File: src/rtl/bpr_pkg.sv
// shared types and constants for the byte pattern replace unit
// used by the window cell, the burst cell and the top level; depends on nothing
package bpr_pkg;

    localparam int BYTE_W   = 8;
    localparam int REPL_MAX = 8;
    localparam int CFG_IDX_W = 2;

    typedef enum logic [CFG_IDX_W-1:0] {
        CFG_PATTERN_BYTES  = 2'd0,
        CFG_PATTERN_LENGTH = 2'd1,
        CFG_REPL_BYTES     = 2'd2,
        CFG_REPL_LENGTH    = 2'd3
    } cfg_index_t;

    // one result entry as it leaves the block
    typedef struct packed {
        logic [BYTE_W-1:0] value;
        logic              present;
        logic              last;
    } res_t;

    // broadcast control for the window cells
    typedef struct packed {
        logic write_en;
        logic shift;
    } win_ctrl_t;

    // per slot control for the output burst cells
    typedef struct packed {
        logic load;
        logic drain;
    } burst_ctrl_t;

endpackage

File: src/rtl/bpr_window_cell.sv
// one byte of the match window: holds a byte, merges the incoming byte
// when it is the insert slot, compares against its pattern byte; uses bpr_pkg
module bpr_window_cell
(
    input  logic                             clk,
    input  bpr_pkg::win_ctrl_t               ctrl,
    input  logic                             slot,
    input  logic [bpr_pkg::BYTE_W-1:0]       in_byte,
    input  logic [bpr_pkg::BYTE_W-1:0]       pat_byte,
    input  logic [bpr_pkg::BYTE_W-1:0]       nbr_cand,
    output logic [bpr_pkg::BYTE_W-1:0]       cand,
    output logic                             eq
);

    logic [bpr_pkg::BYTE_W-1:0] data_reg;
    logic [bpr_pkg::BYTE_W-1:0] data_next;

    // window content as it stands once the incoming byte is in place
    assign cand = slot ? in_byte : data_reg;
    assign eq   = (cand == pat_byte);

    // on a full window without a match everything moves one place toward the oldest end
    assign data_next = ctrl.shift ? nbr_cand : cand;

    always_ff @(posedge clk)
    begin
        if (ctrl.write_en)
        begin
            data_reg <= data_next;
        end
    end

endmodule

File: src/rtl/bpr_burst_cell.sv
// one slot of the output burst chain: shifts toward the output port on
// every transfer and takes a fresh result when loaded; uses bpr_pkg
module bpr_burst_cell
(
    input  logic                 clk,
    input  bpr_pkg::burst_ctrl_t ctrl,
    input  bpr_pkg::res_t        load_val,
    input  bpr_pkg::res_t        nbr_val,
    output bpr_pkg::res_t        q
);

    bpr_pkg::res_t entry_reg;
    bpr_pkg::res_t entry_next;

    always_comb
    begin
        if (ctrl.load)
        begin
            entry_next = load_val;
        end
        else if (ctrl.drain)
        begin
            entry_next = nbr_val;
        end
        else
        begin
            entry_next = entry_reg;
        end
    end

    always_ff @(posedge clk)
    begin
        entry_reg <= entry_next;
    end

    assign q = entry_reg;

endmodule

File: src/rtl/byte_pattern_replace_unit.sv
// top level of the streaming find-and-replace unit: config registers, window
// cell chain, result list and output burst chain; uses bpr_pkg, bpr_window_cell, bpr_burst_cell
//
//  port group  | role   | payload
//  ------------+--------+--------------------------------------------------------
//  s_axis_*    | input  | tdata[7:0] data_byte, tuser byte_present, tlast end_of_string
//  m_axis_*    | output | tdata[7:0] out_byte, tuser out_present, tlast out_last
//  cfg_*       | write  | cfg_index register, cfg_data value (always ready)
//
// an input transfer is taken every cycle while the burst chain holds at most one
// result; each item loads 0 to max(MAX_PATTERN, 8) results into the burst chain,
// which sends one result per cycle while m_axis_tready is high
// a match emits the replacement in one burst; an end item flushes the window
// reset clears the window fill, the burst count and the config registers, but sets pattern length to 1
// input ready comes from the burst count register only, never from m_axis_tready
module byte_pattern_replace_unit
#(
    parameter int MAX_PATTERN = 8
)
(
    input  logic                            clk,
    input  logic                            rst_n,

    input  logic                            s_axis_tvalid,
    output logic                            s_axis_tready,
    input  logic [7:0]                      s_axis_tdata,   // [7:0] data_byte
    input  logic                            s_axis_tuser,   // [0] byte_present
    input  logic                            s_axis_tlast,

    output logic                            m_axis_tvalid,
    input  logic                            m_axis_tready,
    output logic [7:0]                      m_axis_tdata,   // [7:0] out_byte
    output logic                            m_axis_tuser,   // [0] out_present
    output logic                            m_axis_tlast,

    input  logic                            cfg_valid,
    output logic                            cfg_ready,
    input  logic [bpr_pkg::CFG_IDX_W-1:0]   cfg_index,
    input  logic [63:0]                     cfg_data
);

    localparam int NLIST  = (MAX_PATTERN > bpr_pkg::REPL_MAX) ? MAX_PATTERN : bpr_pkg::REPL_MAX;
    localparam int DEPTH  = NLIST + 1;
    localparam int FILL_W = $clog2(MAX_PATTERN + 1);
    localparam int CNT_W  = $clog2(DEPTH + 1);
    localparam int LCNT_W = $clog2(NLIST + 1);
    localparam int BW     = bpr_pkg::BYTE_W;

    function automatic logic [FILL_W-1:0] clamp_plen(input logic [3:0] v);
        logic [FILL_W-1:0] r;
        if (v == 4'd0)
        begin
            r = FILL_W'(1);
        end
        else if (int'(v) > MAX_PATTERN)
        begin
            r = FILL_W'(MAX_PATTERN);
        end
        else
        begin
            r = FILL_W'(v);
        end
        return r;
    endfunction

    // config registers
    logic [63:0]        pat_bytes_reg;
    logic [3:0]         pat_len_reg;
    logic [63:0]        repl_bytes_reg;
    logic [3:0]         repl_len_reg;

    logic [FILL_W-1:0]  fill_reg;
    logic [FILL_W-1:0]  fill_next;
    logic [CNT_W-1:0]   count_reg;
    logic [CNT_W-1:0]   count_next;

    logic               accept;
    logic               cfg_write;
    logic               pres;
    logic               eos;
    logic [FILL_W-1:0]  plen;
    logic [FILL_W-1:0]  fill_base;
    logic [FILL_W-1:0]  fcur;
    logic               full;
    logic               match;
    logic [3:0]         rlen;
    logic [LCNT_W-1:0]  cnt;
    logic               bare;
    logic               drain;
    logic               base;

    logic [BW-1:0]          cand [MAX_PATTERN];
    logic [MAX_PATTERN-1:0] eq;
    logic [MAX_PATTERN-1:0] eq_masked;
    bpr_pkg::win_ctrl_t     win_ctrl;

    bpr_pkg::res_t          item  [NLIST];
    bpr_pkg::res_t          slot_q [DEPTH];
    bpr_pkg::burst_ctrl_t   bctrl [DEPTH];

    assign accept    = s_axis_tvalid && s_axis_tready;
    assign cfg_ready = 1'b1;
    assign cfg_write = cfg_valid && cfg_ready;
    assign pres      = s_axis_tuser;
    assign eos       = s_axis_tlast;

    assign plen      = clamp_plen(pat_len_reg);
    assign fill_base = (fill_reg >= plen) ? '0 : fill_reg;
    assign fcur      = pres ? (fill_base + FILL_W'(1)) : fill_reg;
    assign full      = pres && ((fill_base + FILL_W'(1)) == plen);
    assign rlen      = (repl_len_reg > 4'(bpr_pkg::REPL_MAX)) ? 4'(bpr_pkg::REPL_MAX)
                                                              : repl_len_reg;

    // window cell chain
    assign win_ctrl.write_en = accept && pres;
    assign win_ctrl.shift    = full && !match;

    genvar gi;
    generate
        for (gi = 0; gi < MAX_PATTERN; gi++)
        begin : g_win
            logic [BW-1:0] pat_b;
            logic [BW-1:0] nbr_b;
            logic          slot_b;

            if (gi < 8)
            begin : g_pat
                assign pat_b = pat_bytes_reg[BW*gi +: BW];
            end
            else
            begin : g_pat_zero
                assign pat_b = '0;
            end

            if (gi < MAX_PATTERN - 1)
            begin : g_nbr
                assign nbr_b = cand[gi+1];
            end
            else
            begin : g_nbr_end
                assign nbr_b = '0;
            end

            assign slot_b       = pres && (fill_base == FILL_W'(gi));
            assign eq_masked[gi] = eq[gi] || (FILL_W'(gi) >= plen);

            bpr_window_cell u_cell
            (
                .clk      (clk),
                .ctrl     (win_ctrl),
                .slot     (slot_b),
                .in_byte  (s_axis_tdata),
                .pat_byte (pat_b),
                .nbr_cand (nbr_b),
                .cand     (cand[gi]),
                .eq       (eq[gi])
            );
        end
    endgenerate

    assign match = full && (&eq_masked);

    // number of results this item produces
    always_comb
    begin
        if (match)
        begin
            cnt = LCNT_W'(rlen);
        end
        else if (eos)
        begin
            cnt = LCNT_W'(fcur);
        end
        else
        begin
            cnt = full ? LCNT_W'(1) : '0;
        end
        bare = 1'b0;
        if (eos && (cnt == '0))
        begin
            cnt  = LCNT_W'(1);
            bare = 1'b1;
        end
    end

    // result list: replacement bytes on a match, window bytes otherwise, an empty entry on a bare end item
    generate
        for (gi = 0; gi < NLIST; gi++)
        begin : g_item
            logic [BW-1:0] repl_b;
            logic [BW-1:0] win_b;

            if (gi < bpr_pkg::REPL_MAX)
            begin : g_repl
                assign repl_b = repl_bytes_reg[BW*gi +: BW];
            end
            else
            begin : g_repl_zero
                assign repl_b = '0;
            end

            if (gi < MAX_PATTERN)
            begin : g_wb
                assign win_b = cand[gi];
            end
            else
            begin : g_wb_zero
                assign win_b = '0;
            end

            always_comb
            begin
                item[gi].value   = bare ? '0 : (match ? repl_b : win_b);
                item[gi].present = !bare;
                item[gi].last    = eos && (LCNT_W'(gi) == (cnt - LCNT_W'(1)));
            end
        end
    endgenerate

    // output burst chain; a pending result may sit in slot 0 while a new item
    // loads behind it, so the load lands at offset 0 or 1
    assign m_axis_tvalid = (count_reg != '0);
    assign drain         = m_axis_tvalid && m_axis_tready;
    assign base          = (count_reg == CNT_W'(1)) && !drain;
    assign s_axis_tready = (count_reg <= CNT_W'(1));

    generate
        for (gi = 0; gi < DEPTH; gi++)
        begin : g_burst
            bpr_pkg::res_t ld_b;
            bpr_pkg::res_t nbr_b;
            logic          in0;
            logic          in1;

            if (gi < NLIST)
            begin : g_l0
                assign in0 = (gi < int'(cnt));
            end
            else
            begin : g_l0_none
                assign in0 = 1'b0;
            end

            if (gi >= 1)
            begin : g_l1
                assign in1 = ((gi - 1) < int'(cnt));
            end
            else
            begin : g_l1_none
                assign in1 = 1'b0;
            end

            if (gi >= 1 && gi < NLIST)
            begin : g_ld_both
                assign ld_b = base ? item[gi-1] : item[gi];
            end
            else if (gi >= 1)
            begin : g_ld_hi
                assign ld_b = item[gi-1];
            end
            else
            begin : g_ld_lo
                assign ld_b = item[gi];
            end

            if (gi < DEPTH - 1)
            begin : g_bn
                assign nbr_b = slot_q[gi+1];
            end
            else
            begin : g_bn_end
                assign nbr_b = '0;
            end

            assign bctrl[gi].load  = accept && (base ? in1 : in0);
            assign bctrl[gi].drain = drain;

            bpr_burst_cell u_bcell
            (
                .clk      (clk),
                .ctrl     (bctrl[gi]),
                .load_val (ld_b),
                .nbr_val  (nbr_b),
                .q        (slot_q[gi])
            );
        end
    endgenerate

    assign m_axis_tdata = slot_q[0].value;
    assign m_axis_tuser = slot_q[0].present;
    assign m_axis_tlast = slot_q[0].last;

    always_comb
    begin
        count_next = count_reg - CNT_W'(drain);
        if (accept)
        begin
            count_next = count_next + CNT_W'(cnt);
        end
    end

    always_comb
    begin
        fill_next = fill_reg;
        if (accept)
        begin
            if (eos || match)
            begin
                fill_next = '0;
            end
            else if (full)
            begin
                fill_next = plen - FILL_W'(1);
            end
            else
            begin
                fill_next = fcur;
            end
        end
        else if (cfg_write && (cfg_index == bpr_pkg::CFG_PATTERN_LENGTH))
        begin
            // a pattern length at or below the held fill drops the held bytes
            if (clamp_plen(cfg_data[3:0]) <= fill_reg)
            begin
                fill_next = '0;
            end
        end
    end

    always_ff @(posedge clk or negedge rst_n)
    begin
        if (!rst_n)
        begin
            fill_reg  <= '0;
            count_reg <= '0;
        end
        else
        begin
            fill_reg  <= fill_next;
            count_reg <= count_next;
        end
    end

    always_ff @(posedge clk or negedge rst_n)
    begin
        if (!rst_n)
        begin
            pat_bytes_reg  <= '0;
            pat_len_reg    <= 4'd1;
            repl_bytes_reg <= '0;
            repl_len_reg   <= '0;
        end
        else if (cfg_write)
        begin
            unique case (cfg_index)
                bpr_pkg::CFG_PATTERN_BYTES:  pat_bytes_reg  <= cfg_data;
                bpr_pkg::CFG_PATTERN_LENGTH: pat_len_reg    <= cfg_data[3:0];
                bpr_pkg::CFG_REPL_BYTES:     repl_bytes_reg <= cfg_data;
                bpr_pkg::CFG_REPL_LENGTH:    repl_len_reg   <= cfg_data[3:0];
                default:                     ;
            endcase
        end
    end

    // window never holds a full pattern between items
    a_fill_below_plen: assert property (@(posedge clk) disable iff (!rst_n)
        fill_reg < plen)
        else $error("window fill reached pattern length");

    a_count_bound: assert property (@(posedge clk) disable iff (!rst_n)
        count_reg <= CNT_W'(DEPTH))
        else $error("burst chain overflow");

    a_end_emits: assert property (@(posedge clk) disable iff (!rst_n)
        accept && s_axis_tlast |=> count_reg != '0)
        else $error("end of string produced no result");

    a_end_clears: assert property (@(posedge clk) disable iff (!rst_n)
        accept && s_axis_tlast |=> fill_reg == '0)
        else $error("window not flushed at end of string");

endmodule
File: config.mk
export PLATFORM = sky130hd
export DESIGN_NAME = byte_pattern_replace_unit
export DESIGN_NICKNAME = d
export VERILOG_FILES = /design/src/rtl/bpr_pkg.sv /design/src/rtl/bpr_window_cell.sv /design/src/rtl/bpr_burst_cell.sv /design/src/rtl/byte_pattern_replace_unit.sv
export SDC_FILE = /design/constraint.sdc
export NUM_CORES = 1
export LEC_CHECK = 0
export BUFFER_PORTS_ARGS = -buffer_cell sky130_fd_sc_hd__buf_4
export CAP_MARGIN = 20
export CORE_MARGIN = 2
export CORE_UTILIZATION = 45
export DETAILED_ROUTE_END_ITERATION = 8
export GPL_TIMING_DRIVEN = 0
export MAX_ROUTING_LAYER = met4
export SKIP_CTS_REPAIR_TIMING = 1
export SYNTH_ARGS = -nofsm -noshare
export SYNTH_HDL_FRONTEND = slang
export SYNTH_HIERARCHICAL = 1
export SYNTH_SLANG_ARGS = --single-unit
File: constraint.sdc
create_clock -name clk -period 7.4 [get_ports clk]
set_input_delay 0.37 -clock clk [delete_from_list [all_inputs] [get_ports clk]]
set_output_delay 0.37 -clock clk [all_outputs]
set_load 0.01 [all_outputs]
# Word-level counts from Yosys, hierarchy flattened
# Index checks and enable logic that the tools add are counted.
[op_classes]
addsub = 5
n_lt_le_gt_ge = 22
n_eq_ne = 27
mux = 85
n_reduce_logical = 70
[ops]
columns = ["operator", "n"]
rows = [
  ["10-bit two-way mux", 25],
  ["8-bit two-way mux", 31],
  ["4-bit two-way mux", 18],
  ["8-bit == test", 8],
  ["1-bit logical AND", 34],
  ["2-bit nonzero test", 11],
  ["4-bit zero test", 5],
  ["3-bit by 4-bit == test with 1-bit output, first input constant", 4],
  ["4-bit by 3-bit == test with 1-bit output, second input constant", 4],
  ["3-bit by 4-bit greater-or-equal comparator with 1-bit output, first input constant", 4],
  ["3-bit by 4-bit less-than comparator with 1-bit output, first input constant", 4],
  ["4-bit greater-than comparator, second input constant", 3],
  ["1-bit two-way mux", 11],
  ["2-bit AND reduction", 5],
  ["1-bit logical OR", 9],
  ["2-bit by 4-bit == test with 1-bit output, first input constant", 2],
  ["4-bit by 1-bit == test with 1-bit output, second input constant", 2],
  ["4-bit by 2-bit == test with 1-bit output, second input constant", 2],
  ["1-bit by 4-bit greater-or-equal comparator with 1-bit output, first input constant", 2],
  ["2-bit by 4-bit greater-or-equal comparator with 1-bit output, first input constant", 2],
  ["1-bit by 4-bit less-than comparator with 1-bit output, first input constant", 2],
  ["2-bit by 4-bit less-than comparator with 1-bit output, first input constant", 2],
  ["8-bit AND reduction", 1],
  ["4-bit by 1-bit subtractor with 4-bit output, second input constant", 2],
  ["other kinds (13)", 16],
]
[totals]
ff_bits = 298
input_bits = 81
output_inout_bits = 13
elab_cells = 250

# Logic depth before layout (Yosys ltp)
[logic_depth]
depth_word = 21
mapped_depth = 35
ltp_nobuf = 31

# By module
# The synthesis kept the hierarchy.
[by_module_without_submodules]
columns = ["mod", "instances", "cells_each", "area_per_inst_um2", "seq_area_each_um2"]
rows = [
  ["byte_pattern_replace_unit", 1, 812, 8541.9, 3604.7],
  ["bpr_window_cell", 8, 37, 559.3, 240.2],
  ["bpr_burst_cell", 9, 22, 464.2, 300.3],
]

# Least setup slack after synthesis
# Ideal clock, no wire load.
[synth_timing]
kind = "reg2reg"
startpoint = "register pat_len_reg[2]"
endpoint = "register count_reg[3]"
setup_time_ps = 124
arrival_ps = 5728
required_time_ps = 7276
slack_ps = 1548
path_stages_with_launch = 34
n_path_buf = 4
period_less_slack_ps = 5852
cell_sequence = "dfrtp_1 > buf_2 > inv_1 > a21oi_1 > nor2_1 > ha_1 > inv_1 > a21oi_1 > or2_2 > nor2_1 > ha_1 > buf_2 > inv_1 > nor3_1 > buf_6 > mux2_4 > xnor2_1 > nand4_1 > nor2_1 > nand2_1 > a211oi_1 > o211a_1 > nand3_2 > buf_4 > mux2i_1 > nor3_1 > or2_2 > ha_1 > nand2b_1 > a21oi_1 > a31oi_1 > xnor2_1 > and4b_1 > a211o_1"
[synth_via]
elab_chain_cells = 18
elab_cells_between_ends = 68
cone_classes = "add/sub: 2; order compare: 10; eq/ne: 16; mux: 17; reduce/logical: 23"
[synth_lines]
columns = ["element", "line", "rtl"]
rows = [
  ["start: declaration", "byte_pattern_replace_unit.sv:68", "logic [3:0] pat_len_reg;"],
  ["start signal: assignment", "byte_pattern_replace_unit.sv:357", "bpr_pkg::CFG_PATTERN_LENGTH: pat_len_reg <= cfg_data[3:0];"],
  ["4-bit greater-than comparator", "byte_pattern_replace_unit.sv:55", "else if (int'(v) > MAX_PATTERN)"],
  ["4-bit two-way mux", "byte_pattern_replace_unit.sv:55", ""],
  ["4-bit two-way mux *", "byte_pattern_replace_unit.sv:51", "if (v == 4'd0)"],
  ["4-bit greater-or-equal comparator *", "byte_pattern_replace_unit.sv:108", "assign fill_base = (fill_reg >= plen) ? '0 : fill_reg;"],
  ["4-bit two-way mux *", "byte_pattern_replace_unit.sv:108", ""],
  ["4-bit by 3-bit == test with 1-bit output *", "byte_pattern_replace_unit.sv:144", "assign slot_b = pres && (fill_base == FILL_W'(gi));"],
  ["1-bit logical AND *", "byte_pattern_replace_unit.sv:144", ""],
  ["net g_win[7].slot_b", "byte_pattern_replace_unit.sv:124", "logic slot_b;"],
  ["[1 not listed]", "n/a", ""],
  ["net g_item[7].win_b[3]", "byte_pattern_replace_unit.sv:191", "logic [BW-1:0] win_b;"],
  ["[1 not listed]", "n/a", ""],
  ["net eq[7]", "byte_pattern_replace_unit.sv:93", "logic [MAX_PATTERN-1:0] eq;"],
  ["[2 not listed]", "n/a", ""],
  ["1-bit logical AND *", "byte_pattern_replace_unit.sv:161", "assign match = full && (&eq_masked);"],
  ["4-bit two-way mux *", "byte_pattern_replace_unit.sv:166", "if (match)"],
  ["4-bit zero test", "byte_pattern_replace_unit.sv:179", "if (eos && (cnt == '0))"],
  ["1-bit logical AND", "byte_pattern_replace_unit.sv:179", ""],
  ["4-bit two-way mux *", "byte_pattern_replace_unit.sv:179", ""],
  ["4-bit adder *", "byte_pattern_replace_unit.sv:298", "count_next = count_next + CNT_W'(cnt);"],
  ["4-bit two-way mux *", "byte_pattern_replace_unit.sv:296", "if (accept)"],
  ["net count_next[3]", "byte_pattern_replace_unit.sv:75", "logic [CNT_W-1:0] count_next;"],
  ["end signal: assignment", "byte_pattern_replace_unit.sv:340", "count_reg <= count_next;"],
  ["end: declaration", "byte_pattern_replace_unit.sv:74", "logic [CNT_W-1:0] count_reg;"],
]
# The timed path passes the listed nets; every way through them passes the cells marked *.
# A chain may end at the register's enable or synchronous reset.

# Worst setup path after layout
# Ends and elaborated chain as after synthesis.

==> results.cfg <==
[run_status]
status = finished clean

[critical_path]
worst-r2r-cell-count = 33
worstSetupPathType = flip-flop to flip-flop
max_stage_delay_ps = 390
crit_path_start_kind = flip-flop
cp_slowest_cell = or2_2
cp.arrival_ps = 7510
crit_buf_inv = 7
cp.depth = 33
regToRegSetupSlack_ps = 290
critPathMaxFanout = 10
worst_setup_path_end_kind = flip-flop
cp.required_ps = 7800
crit_family = simple AND/OR/NAND/NOR gates

[cells_and_area]
largest_register_ff_count = 90
layout_common_cells = mux2_2 (233), edfxtp_1 (154), mux2_4 (145)
area_growth_pct = 15.7
drive_above_1_share_pct = 40.6
final_common_cell = mux2_2
fin_nets = 1561
utilization_pct = 52.8
diodes = 0
fillers = 3336

[detailed_routing]
drc = 0
postRouteAntennaNets = 0
first_iter_violations = 902
routed_wirelength_um = 47500
vias = 11100
drtPass1Iterations = 6
routedWlPerCell_um = 23.8
vias_per_cell = 5.54

[logic_synthesis]
postSynthAreaPerCell_um2 = 13.2
synth.cell_area_um2 = 17200
synth_cell_types = 61
async_flop_share_pct = 48.3
seq_area_frac_synth_pct = 47.9
synth_edf_count = 154
yosys_register_bits = 298
ys.flop_type = edfxtp_1
yosysWarningCount = 6
netlist_instances = 1306

[sta]
whs_ps = 79.3
relSlewSlack_pct = 31.2
fin_crit_sh_pct = 96.1
worst_slew_pin_slew_ps = 1020
maxSlewViolCount = 0
setup_viol = 0
hold_viol = 0
layout_min_cycle_time_ps = 7110
max_freq_mhz = 141
worst_clock_skew_ps = 21.1

[run]
cap_violations = 0

[placement]
routabilityCongestion = 0.908
port_buffers = 92
hpwl_um = 35800

[floorplanning]
initial_core_util_pct = 45.6
die_w_um = 199
placementRows = 71
core_area_um2 = 37700
io_pins = 94
die-area_um2 = 39800
die_height_um = 199

[pwr]
leakage_nw = 7.99
p_per_area_nw_per_um2 = 286
vdd_drop_max_mv = 0.165

[clocking]
cts_tree = done
clk_path_buf_depth = 3
clkLatencyLatePin_ps = 530
ctsHtreeMaxLevel = 2
clkSinkCount = 298
numCtsBuffers = 36
cts.clk_slew.worst_paths_ps = 60
root_buffer = clkbuf_16

[global_routing]
grt_pass1_wl_um = 70800
grt_pass1_vias = 10900
grt_max_degree = 86
track_usage_pct = 25.2
antenna_found_initial = 1
overflow = 0

[hold_path]
hold_depth = 2
min_path_type = input port to flip-flop
-- area by class of cell --
cell class	instances	area [um2]	share of cell area [%]
flip-flops and latches	298	8230	41.4
plain buffers	85	498	2.50
repair buffers	98	762	3.83
clock buffers	53	1100	5.53
well taps	511	639	3.21
clock inverters	11	87.6	0.440
inverters	22	82.6	0.415
multi-input cells	917	8500	42.7
-- worst register-to-register path: cells and delay by family, from the launching register on --
family          cells  cell delay [ps]
simple gates       12             2490
fa+ha+maj           3              670
mux                 2              630
xor+xnor            2              380
buf+inv             7             1120
flops               1              360
compound gates      7             1300
-- where the power goes --
part           internal (mW)  switching [mW]
Clock                   1.06           0.704
Sequential              2.11           0.164
Combinational          0.783           0.857
Total                   3.96            1.72
-- path summary, 6_finish.rpt --
| path | start | to |
|---|---|---|
| min in group asynchronous | rst_n | repl_bytes_reg[5]$_DFFE_PN0P_ |
| max in group asynchronous | rst_n | repl_bytes_reg[53]$_DFFE_PN0P_ |
| hold reg to reg | repl_len_reg[0]$_DFFE_PN0P_ | repl_len_reg[0]$_DFFE_PN0P_ |
| setup reg to reg | pat_len_reg[2]$_DFFE_PN0P_ | count_reg[3]$_DFF_PN0_ |
| hold / removal | cfg_data[7] | repl_bytes_reg[7]$_DFFE_PN0P_ |
| setup / recovery | pat_len_reg[2]$_DFFE_PN0P_ | count_reg[3]$_DFF_PN0_ |
-- logic make-up (layout without fill, tap and decap cells) --
| group | Yosys count | after routing | synth area share [%] |
|---|---|---|---|
| muxes | 413 | 413 | 30.0 |
| DFF | 298 | 298 | 47.9 |
| and+or+nand+nor | 254 | 254 | 7.28 |
| AOI/OAI and AO/OA | 137 | 137 | 5.84 |
| buffers and inverters | 108 | 269 | 3.40 |
| xor gates and xnor gates | 72 | 72 | 4.02 |
| adders and majority gates | 22 | 22 | 1.60 |
| other | 2 | 19 | 0.0437 |
-- stage by stage --
stage / setup slack, ps / area (um2) / TNS, ps / cells / power (mW)
6_report: 290 / 19900 / 0 / 1995 / 5.68
5_1_grt: -70.3 / 19900 / -388 / 1995 / 5.95
4_1_cts: -401 / 19800 / -9940 / 1991 / 5.70
3_5_place_dp: -302 / 18600 / -4180 / 1927 / 3.92
3_3_place_gp: -316 / 18600 / -7080 / 1926 / 3.89
2_1_floorplan: 1550 / 17300 / 0 / 1323 / 3.42
-- cell usage after synthesis, drive strengths merged, types with 2 or more instances --
cell	number	share of area [%]
a211oi	55	2.4
a21oi	22	0.64
a311oi	20	1.0
a31oi	3	0.11
a32o	2	0.12
and2	24	0.87
and3	6	0.23
buf	42	2.0
clkbuf	44	0.96
conb	2	0.044
dfrtp	143	21
edfxtp	154	27
ha	22	1.6
inv	22	0.48
mux2	378	28
mux2i	35	2.0
nand2	70	1.5
nand2b	5	0.18
nand3	13	0.41
nand3b	5	0.22
nand4	17	0.62
nor2	74	1.6
nor2b	6	0.22
nor3	10	0.42
nor3b	3	0.13
nor4	3	0.11
nor4b	2	0.10
o211ai	2	0.087
o21a	2	0.087
o21ai	14	0.43
o22ai	3	0.11
o31ai	3	0.13
or2	12	0.44
or3	2	0.073
xnor2	70	3.9
xor2	2	0.10
-- layer usage --
layer | global-route usage (%) | vias up | wire (um)
met1 | 33.1 | 5477 | 20700
li1 | - | 5118 | -
met2 | 40.4 | 387 | 22500
met5 | - | - | 0
met3 | 3.90 | 77 | 2790
met4 | 7.76 | 0 | 1480
No activity file was read; power rests on OpenSTA's default activity.
